==> config.mk <==
export PLATFORM = sky130hd
export DESIGN_NAME = expiring_keyed_accumulator_ranked
export DESIGN_NICKNAME = d
export VERILOG_FILES = /design/src/sv/eka_pkg.sv /design/src/sv/expiring_keyed_accumulator_ranked.sv /design/src/sv/eka_table.sv
export SDC_FILE = /design/constraint.sdc
export NUM_CORES = 2
export LEC_CHECK = 0
export ABC_AREA = 0
export BUFFER_PORTS_ARGS = -buffer_cell sky130_fd_sc_hd__buf_2
export CAP_MARGIN = 20
export CORE_MARGIN = 2
export CORE_UTILIZATION = 49
export CTS_BUF_LIST = sky130_fd_sc_hd__clkbuf_8
export DETAILED_ROUTE_END_ITERATION = 10
export PLACE_DENSITY = 0.68
export SKIP_CTS_REPAIR_TIMING = 1
export SYNTH_ARGS = -nofsm -noshare
export SYNTH_HDL_FRONTEND = slang
export SYNTH_SLANG_ARGS = --single-unit
==> constraint.sdc <==
create_clock -name clk -period 8.7 [get_ports clk]
set_input_delay 1.74 -clock clk [delete_from_list [all_inputs] [get_ports clk]]
set_output_delay 1.74 -clock clk [all_outputs]
set_load 0.01 [all_outputs]
==> src/sv/eka_pkg.sv <==
// Package for the expiring keyed accumulator: widths, opcodes, sequencer states.
// No dependencies.
`timescale 1ns / 1ps
package eka_pkg;
    localparam int TableEntriesDefault = 16;
    localparam int MaxResults = 16;
    localparam logic [31:0] ExpireReset = 32'd30;
    localparam logic OpInsert = 1'b0;
    localparam logic OpReport = 1'b1;
    localparam int InWidth = 96;   // key, amount, now
    localparam int OutWidth = 136; // key, total, seen, sum

    typedef enum logic [3:0] {
        ST_IDLE,
        ST_FIND,
        ST_FREE,
        ST_WRITE,
        ST_ACK,
        ST_SCAN,
        ST_PICK,
        ST_EMIT,
        ST_EMPTY
    } state_t;

    // Ranking compare: true when (ta,ka) goes before (tb,kb).
    function automatic logic ranks_before(input logic signed [31:0] ta,
                                          input logic signed [31:0] ka,
                                          input logic signed [31:0] tb,
                                          input logic signed [31:0] kb);
        logic r;
        begin
            if (ta != tb)
            begin
                r = ta > tb;
            end
            else
            begin
                r = ka < kb;
            end
            return r;
        end
    endfunction
endpackage

==> src/sv/expiring_keyed_accumulator_ranked.sv <==
// Top level of the expiring keyed accumulator with ranked report.
// Depends on eka_pkg and eka_table.
`timescale 1ns / 1ps
//  Channel  | Direction | Contents
//  s_axis   | in        | tuser=opcode, tdata={now,amount,key}
//  m_axis   | out       | tuser={dropped,valid}, tdata={sum,seen,total,key}, tlast
//  cfg      | in        | cfg_we/cfg_wdata write expire_seconds
// An insert runs a key scan, a free-slot scan on a miss, then a write unless full.
// A report first sums the live entries in one full scan; then each emitted
// rank is found by a full scan through the one shared compare unit.
// Reset is asynchronous: valid bits clear at once, no clearing pass.
// Output stalls hold the sequencer; no input is taken until the item finishes.
module expiring_keyed_accumulator_ranked #(
    parameter int TABLE_ENTRIES = eka_pkg::TableEntriesDefault
) (
    input  logic        clk,
    input  logic        rst_n,
    input  logic        s_axis_tvalid,
    output logic        s_axis_tready,
    input  logic [eka_pkg::InWidth-1:0] s_axis_tdata,  // key_id, amount, now_seconds
    input  logic        s_axis_tuser,                  // opcode
    output logic        m_axis_tvalid,
    input  logic        m_axis_tready,
    output logic [eka_pkg::OutWidth-1:0] m_axis_tdata, // entry_key, entry_total,
                                                       // entry_seen, pool_sum
    output logic [1:0]  m_axis_tuser,                  // entry_valid, insert_dropped
    output logic        m_axis_tlast,                  // last_item
    input  logic        cfg_we,
    input  logic [31:0] cfg_wdata
);
    import eka_pkg::*;
    localparam int IdxW = (TABLE_ENTRIES > 1) ? $clog2(TABLE_ENTRIES) : 1;
    localparam int CntW = $clog2(TABLE_ENTRIES + 1);
    localparam int RankW = (CntW > 5) ? CntW : 5;
    localparam logic [CntW-1:0] LastIdx = CntW'(TABLE_ENTRIES - 1);
    localparam logic [RankW-1:0] MaxRes = RankW'(MaxResults);

    state_t state_reg, state_next;
    logic [31:0] expire_reg;
    logic op_reg;
    logic signed [31:0] key_reg, amt_reg;
    logic [31:0] now_reg;
    logic [CntW-1:0] idx_reg, idx_next;
    logic [IdxW-1:0] hit_reg;
    logic found_reg;
    logic signed [39:0] sum_reg;
    logic [RankW-1:0] emitted_reg;
    logic [RankW-1:0] live_reg;
    // Previous emitted rank bound and the best candidate below it.
    logic have_prev_reg;
    logic signed [31:0] prev_total_reg, prev_key_reg;
    logic signed [31:0] best_total_reg, best_key_reg;
    logic [31:0] best_seen_reg;
    logic best_ok_reg;
    logic drop_reg;

    logic rd_used;
    logic signed [31:0] rd_key, rd_total;
    logic [31:0] rd_seen;
    logic wr_en;
    logic signed [31:0] wr_total;
    logic live, below_prev, better;
    logic signed [32:0] add_wide;
    logic signed [31:0] sat_sum;
    logic accept_in, out_fire;

    eka_table #(.TABLE_ENTRIES(TABLE_ENTRIES)) u_table (
        .clk(clk), .rst_n(rst_n),
        .rd_idx(idx_reg[IdxW-1:0]),
        .rd_used(rd_used), .rd_key(rd_key), .rd_total(rd_total), .rd_seen(rd_seen),
        .wr_en(wr_en), .wr_idx(hit_reg),
        .wr_key(key_reg), .wr_total(wr_total), .wr_seen(now_reg)
    );

    // Shared compare unit on the slot under the scan index.
    assign live = rd_used && ((now_reg - rd_seen) <= expire_reg);
    assign below_prev = !have_prev_reg ||
        ranks_before(prev_total_reg, prev_key_reg, rd_total, rd_key);
    assign better = !best_ok_reg ||
        ranks_before(rd_total, rd_key, best_total_reg, best_key_reg);
    assign add_wide = 33'(rd_total) + 33'(amt_reg);
    always_comb
    begin
        if (add_wide > 33'sh0_7FFF_FFFF)
        begin
            sat_sum = 32'sh7FFF_FFFF;
        end
        else if (add_wide < -33'sh0_8000_0000)
        begin
            sat_sum = 32'sh8000_0000;
        end
        else
        begin
            sat_sum = add_wide[31:0];
        end
    end
    // Hit write uses the slot read at hit_reg (idx_reg points there in WRITE).
    assign wr_total = (found_reg && live) ? sat_sum : amt_reg;
    assign wr_en = (state_reg == ST_WRITE);

    assign accept_in = s_axis_tvalid && s_axis_tready;
    assign out_fire = m_axis_tvalid && m_axis_tready;
    assign s_axis_tready = (state_reg == ST_IDLE);

    // Next state.
    always_comb
    begin
        state_next = state_reg;
        idx_next = idx_reg;
        unique case (state_reg)
            ST_IDLE:
            begin
                idx_next = '0;
                if (accept_in)
                begin
                    state_next = (s_axis_tuser == OpReport) ? ST_SCAN : ST_FIND;
                end
            end
            ST_FIND:
            begin
                if (rd_used && rd_key == key_reg)
                begin
                    state_next = ST_WRITE;
                end
                else if (idx_reg == LastIdx)
                begin
                    state_next = ST_FREE;
                    idx_next = '0;
                end
                else
                begin
                    idx_next = idx_reg + 1'b1;
                end
            end
            ST_FREE:
            begin
                if (!live)
                begin
                    state_next = ST_WRITE;
                end
                else if (idx_reg == LastIdx)
                begin
                    state_next = ST_ACK;
                end
                else
                begin
                    idx_next = idx_reg + 1'b1;
                end
            end
            ST_WRITE:
            begin
                state_next = ST_ACK;
            end
            ST_ACK:
            begin
                if (out_fire)
                begin
                    state_next = ST_IDLE;
                end
            end
            ST_SCAN:
            begin
                if (idx_reg == LastIdx)
                begin
                    idx_next = '0;
                    state_next = ST_PICK;
                end
                else
                begin
                    idx_next = idx_reg + 1'b1;
                end
            end
            ST_PICK:
            begin
                if (idx_reg == LastIdx)
                begin
                    idx_next = '0;
                    state_next = (best_ok_reg || (live && below_prev)) ? ST_EMIT
                                                                        : ST_EMPTY;
                end
                else
                begin
                    idx_next = idx_reg + 1'b1;
                end
            end
            ST_EMIT:
            begin
                if (out_fire)
                begin
                    state_next = m_axis_tlast ? ST_IDLE : ST_PICK;
                end
            end
            ST_EMPTY:
            begin
                if (out_fire)
                begin
                    state_next = ST_IDLE;
                end
            end
            default:
            begin
                state_next = ST_IDLE;
            end
        endcase
    end

    // Control registers.
    always_ff @(posedge clk or negedge rst_n)
    begin
        if (!rst_n)
        begin
            state_reg <= ST_IDLE;
            idx_reg <= '0;
            expire_reg <= ExpireReset;
        end
        else
        begin
            state_reg <= state_next;
            idx_reg <= idx_next;
            if (cfg_we)
            begin
                expire_reg <= cfg_wdata;
            end
        end
    end

    // Datapath registers.
    always_ff @(posedge clk)
    begin
        if (accept_in)
        begin
            op_reg <= s_axis_tuser;
            key_reg <= s_axis_tdata[31:0];
            amt_reg <= s_axis_tdata[63:32];
            now_reg <= s_axis_tdata[95:64];
            found_reg <= 1'b0;
            drop_reg <= 1'b0;
            sum_reg <= '0;
            live_reg <= '0;
            emitted_reg <= '0;
            have_prev_reg <= 1'b0;
            best_ok_reg <= 1'b0;
        end
        unique case (state_reg)
            ST_FIND:
            begin
                hit_reg <= idx_reg[IdxW-1:0];
                if (rd_used && rd_key == key_reg)
                begin
                    found_reg <= 1'b1;
                end
            end
            ST_FREE:
            begin
                hit_reg <= idx_reg[IdxW-1:0];
                if (live && idx_reg == LastIdx)
                begin
                    drop_reg <= 1'b1;
                end
            end
            ST_SCAN:
            begin
                if (live)
                begin
                    sum_reg <= sum_reg + 40'(rd_total);
                    live_reg <= live_reg + 1'b1;
                end
            end
            ST_PICK:
            begin
                if (live && below_prev && better)
                begin
                    best_ok_reg <= 1'b1;
                    best_total_reg <= rd_total;
                    best_key_reg <= rd_key;
                    best_seen_reg <= rd_seen;
                end
            end
            ST_EMIT:
            begin
                if (out_fire)
                begin
                    emitted_reg <= emitted_reg + 1'b1;
                    have_prev_reg <= 1'b1;
                    prev_total_reg <= best_total_reg;
                    prev_key_reg <= best_key_reg;
                    best_ok_reg <= 1'b0;
                end
            end
            default:
            begin
            end
        endcase
    end

    // Result outputs.
    always_comb
    begin
        m_axis_tvalid = 1'b0;
        m_axis_tdata = '0;
        m_axis_tuser = '0;
        m_axis_tlast = 1'b0;
        unique case (state_reg)
            ST_ACK:
            begin
                m_axis_tvalid = 1'b1;
                m_axis_tuser = {drop_reg, 1'b0};
                m_axis_tlast = 1'b1;
            end
            ST_EMPTY:
            begin
                m_axis_tvalid = 1'b1;
                m_axis_tlast = 1'b1;
            end
            ST_EMIT:
            begin
                m_axis_tvalid = 1'b1;
                m_axis_tuser = 2'b01;
                m_axis_tdata = {sum_reg, best_seen_reg, best_total_reg, best_key_reg};
                m_axis_tlast = (emitted_reg + 1'b1 == live_reg) ||
                               (emitted_reg + 1'b1 == MaxRes);
            end
            default:
            begin
            end
        endcase
    end

    // Inputs are taken only when the sequencer is idle.
    assert property (@(posedge clk) disable iff (!rst_n)
        accept_in |=> state_reg != ST_IDLE)
        else $error("item accepted without starting work");
    // An insert ends with exactly one acknowledge marked last.
    assert property (@(posedge clk) disable iff (!rst_n)
        (state_reg == ST_ACK) |-> m_axis_tlast && !m_axis_tuser[0])
        else $error("insert acknowledge malformed");
    // A table write happens only during an insert.
    assert property (@(posedge clk) disable iff (!rst_n)
        wr_en |-> op_reg == OpInsert && !drop_reg)
        else $error("table written outside an insert");
endmodule

==> src/sv/eka_table.sv <==
// Slot table storage, read at one sequencer-chosen index each cycle.
// Depends on eka_pkg.
`timescale 1ns / 1ps
module eka_table #(
    parameter int TABLE_ENTRIES = eka_pkg::TableEntriesDefault,
    localparam int IdxW = (TABLE_ENTRIES > 1) ? $clog2(TABLE_ENTRIES) : 1
) (
    input  logic                     clk,
    input  logic                     rst_n,
    input  logic [IdxW-1:0]          rd_idx,
    output logic                     rd_used,
    output logic signed [31:0]       rd_key,
    output logic signed [31:0]       rd_total,
    output logic [31:0]              rd_seen,
    input  logic                     wr_en,
    input  logic [IdxW-1:0]          wr_idx,
    input  logic signed [31:0]       wr_key,
    input  logic signed [31:0]       wr_total,
    input  logic [31:0]              wr_seen
);
    import eka_pkg::*;

    logic [TABLE_ENTRIES-1:0] used_reg;
    logic signed [31:0] key_mem [TABLE_ENTRIES];
    logic signed [31:0] total_mem [TABLE_ENTRIES];
    logic [31:0] seen_mem [TABLE_ENTRIES];

    // Valid bits clear at reset.
    always_ff @(posedge clk or negedge rst_n)
    begin
        if (!rst_n)
        begin
            used_reg <= '0;
        end
        else if (wr_en)
        begin
            used_reg[wr_idx] <= 1'b1;
        end
    end

    // Payload writes.
    always_ff @(posedge clk)
    begin
        if (wr_en)
        begin
            key_mem[wr_idx] <= wr_key;
            total_mem[wr_idx] <= wr_total;
            seen_mem[wr_idx] <= wr_seen;
        end
    end

    // Asynchronous read of the small register file at the scan index.
    assign rd_used = used_reg[rd_idx];
    assign rd_key = key_mem[rd_idx];
    assign rd_total = total_mem[rd_idx];
    assign rd_seen = seen_mem[rd_idx];
endmodule

==> reports/qor_table.md <==
| Stage | Metric | This run |
|:---|:---|:---|
| finish | Largest registers | u_table.key_mem x512, u_table.seen_mem x512, u_table.total_mem x512 |
| cts | Max Root-Sink Buffers | 4 |
| power and ir drop | Proportion of power drawn by the clock network | 26.0% |
| grt | Antenna violations before repair | 7 |
| yosys | Count of synthesis-stage warnings from yosys | 0 |
| timing | Post-layout min period | 8.04 ns |
| placement | Post-DP HPWL | 128,000 um |
| timing | PnR worst setup slack | 0.663 ns |
| worst hold path | Type of the most critical hold path | flip-flop to flip-flop |
| route | First-iteration detailed-routing DRC count | 5,569 |
| worst setup path | Kind of critical path | flip-flop to flip-flop |
| worst setup path | Data arrival time of the critical path | 8.93 ns |
| timing | Final setup skew | 0.0987 ns |
| power and ir drop | Power per unit of standard cell area | 306 nW/um^2 |
| floorplan | Total Die Area | 171,000 um^2 |
| grt | Global-route total usage across every layer | 24.9% |
| finish | Most frequent standard cell in the layout excluding fill and tap cells | edfxtp_1 |
| cts | CTS tree | yes |
| timing | Count of final setup violators | 0 |
| placement | Port Buffers | 274 |
| cts | H-tree depth reported by CTS | 5 |
| timing | RSZ-0062 raised after global routing | no |
| grt | Pin count of the biggest net entering global routing | 137 |
| route | DR vias | 47,000 |
| floorplan | Chip height | 414 um |
| route | Antenna Violating Nets Remaining | 0 |
| power and ir drop | Sequential fraction of design power | 42.6% |
| finish | Fraction of layout instances using a drive strength above 1 | 23.4% |
| timing | Period utilisation layout | 92.4% |
| timing | Slew HR | 25.2% |
| finish | Synthesis-to-finish area growth | 12.4% |
| floorplan | Die X-Extent | 414 um |
| yosys | Share of synthesized registers carrying an async set or reset | 2.99% |
| timing | Measured slew at the worst slew-check pin | 1.11 ns |
| timing | Fin Setup TNS | 0 ns |
| timing | Number of failing hold endpoints at the final stage | 0 |
| grt | Final global-route overflow total | 0 |
| placement | RePlAce Congestion | 0.879 |
| power and ir drop | Total net switching power | 9.41 mW |
| yosys | Primary flip-flop cell chosen by synthesis mapping | edfxtp_1 |
| yosys | Netlist area before placement | 82,200 um^2 |
| finish | Utilization after layout | 55.4% |
| yosys | Sequential-to-total area share from yosys stat | 68.6% |
| timing | Achievable Freq | 124 MHz |
| cts | Number of CTS-inserted buffers | 321 |
| yosys | Mean cell area of the mapped netlist | 17.0 um^2 |
| floorplan | Placement Rows | 150 |
| yosys | Synthesized netlist cell count | 4,829 |
| route | Number of iterations in the first detailed-routing pass | 6 |
| cts | Register clock-pin slew on the reported worst setup and hold paths | 0.06 ns |
| floorplan | Core footprint | 167,000 um^2 |
| finish | Multi-input gate area in the final layout | 24,100 um^2 |
| grt | Wire length of the first global-routing pass | 310,000 um |
| yosys | Total nets after synthesis | 5,232 |
| finish | Sequential standard cell area | 56,500 um^2 |
| cts | Buffer cell driving the clock tree root | clkbuf_8 |
| worst setup path | Critical Path Sink Type | flip-flop |
| worst setup path | Data required time of the worst path | 9.59 ns |
| worst setup path | Startpoint Class | flip-flop |
| worst setup path | Worst Path Max Fanout | 32 |
| floorplan | Total I/O pin count | 275 |
| route | Ratio of routed vias to standard cells | 6.05 |
| run status | Result of the run | finished, final reports clean |
| power and ir drop | Part of the total power dissipated in combinational logic | 31.4% |
| power and ir drop | Leakage dissipation | 32.5 nW |
| route | Routed Wire Length | 212,000 um |
| yosys | Number of synthesized flops with an enable pin | 1,796 |
| power and ir drop | Internal portion of total power | 18.9 mW |
| placement | Pre-CTS worst setup slack | 0.713 ns |
| floorplan | Initial cell density of the core | 49.3% |
| yosys | #FFs+latches synth | 1,907 |
| finish | Number of nets in the final layout | 5,750 |
| route | Residual DRC count | 0 |
| power and ir drop | Share of total power consumed by net switching | 33.2% |
| cts | Sinks on Clock Net | 1,907 |
| finish | Highest-count cells in the layout ignoring fill and taps | edfxtp_1 (1,796), mux4_2 (417), inv_1 (347) |
| route | Average routed wire per standard cell | 27.3 um |
| timing | Number of max-slew violations in the final report | 0 |
| yosys | Number of distinct library cells after synthesis | 92 |
| finish | Fillers | 13,000 |
| job | Number of max-cap violations | 0 |
| cts | Clock latency at the later pin of the worst-skew pair | 1.05 ns |
| grt | Number of global-route vias before repair | 47,200 |
| power and ir drop | Maximum vdd drop | 0.000184 V |
## per-layer routing
metal  global-route usage (%)  vias to the layer above  wire length (um)
met1                     35.6                    24100             88300
met5                        0                        -                13
met2                     39.1                     2328             99800
met4                     7.16                        2              5200
met3                     4.79                      341             19100
li1                         -                    20300                 -
## synth_stat cells, types with 32 or more instances
| cell type | instances | area share (%) |
|---|---|---|
| nand2_1 | 221 | 1.0 |
| xor2_1 | 44 | 0.47 |
| xnor2_1 | 72 | 0.77 |
| inv_1 | 251 | 1.1 |
| nand3_1 | 101 | 0.61 |
| nor3_1 | 113 | 0.69 |
| and2_1 | 80 | 0.61 |
| mux2i_1 | 82 | 1.0 |
| a21oi_1 | 175 | 1.1 |
| edfxtp_1 | 1796 | 66 |
| a21o_1 | 68 | 0.62 |
| clkbuf_1 | 100 | 0.46 |
| o21ai_0 | 143 | 0.87 |
| ha_1 | 266 | 4.0 |
| nand4_1 | 39 | 0.30 |
| buf_2 | 32 | 0.19 |
| dfrtp_1 | 53 | 1.6 |
| dfxtp_1 | 54 | 1.3 |
| mux4_2 | 417 | 11 |
| buf_1 | 38 | 0.17 |
| nor2_1 | 154 | 0.70 |
## final timing paths
path                                    end  cells past startpoint        startpoint  slack [ns]
max                             sum_reg[39]                     27        idx_reg[0]        0.66
min                        prev_key_reg[13]                      0  best_key_reg[13]        0.43
max reg2reg                     sum_reg[39]                     27        idx_reg[0]        0.66
min reg2reg                prev_key_reg[13]                      0  best_key_reg[13]        0.43
max in group asynchronous        idx_reg[2]                      2             rst_n        7.08
min in group asynchronous    expire_reg[25]                      2             rst_n        0.88
## per-stage QoR
step / power [mW] / cells / hold slack (ns) / area (um^2)
after floorplan: 18.3 / 4829 / 0.411 / 82200
after global placement: 20.9 / 7226 / 0.427 / 86600
after detailed placement: 21.0 / 7227 / 0.432 / 86600
after CTS: 28.4 / 7771 / 0.434 / 92400
after global routing: 29.7 / 7773 / 0.445 / 92400
final: 28.3 / 7774 / 0.428 / 92400
## critical path, stage by stage (launching register included)
cell and delay [ns]:
dfrtp_4 0.85, buf_4 0.37, mux4_2 0.52, mux4_2 0.53, inv_1 0.08, ha_1 0.28, a21oi_1 0.16, nor2_1 0.06
a211oi_1 0.37, a2111oi_0 0.25, o41ai_1 0.34, buf_4 0.20, nor2_1 0.06, o31a_1 0.32, a211oi_1 0.38, a21oi_1 0.14
xnor2_1 0.16, ha_1 0.31, nand2_1 0.05, nor3_1 0.23, a41o_1 0.21, a31o_2 0.23, o211ai_1 0.32, or3_2 0.80
nor3_1 0.23, o211ai_1 0.12, o211ai_1 0.13, mux2i_1 0.20
## power by group through the flow
stage | clock network (mW) | logic (mW) | registers [mW]
floorplan | 0 | 6.25 | 12.0
global placement | 0 | 8.64 | 12.2
detailed placement | 0 | 8.79 | 12.3
CTS | 7.52 | 8.84 | 12.1
global route | 7.91 | 9.69 | 12.1
finish | 7.37 | 8.88 | 12.1
## cell type report
type                    instances  share of cell area [%]
flip-flops and latches       1907                    61.1
multi-input cells            2473                    26.1
clock buffers                 329                    4.90
well taps                    2204                    2.98
repair buffers                390                    2.59
clock inverters               215                    1.32
inverters                     254                    1.04
diodes                          2                 0.00542
## kinds of logic (layout without fill, tap and decap cells)
family / after synthesis / count (layout) / synth area share (%)
AO/OA/AOI/OAI: 682 / 682 / 5.42
XOR/XNOR: 116 / 116 / 1.24
adder cells (fa/ha/maj): 269 / 269 / 4.12
buffers and inverters: 449 / 1188 / 2.29
flip-flops: 1907 / 1907 / 68.6
multiplexers: 533 / 533 / 13.0
other: 0 / 2 / 0
AND/OR/NAND/NOR: 873 / 873 / 5.28
Note: power is estimated with default switching activity, not from simulation.
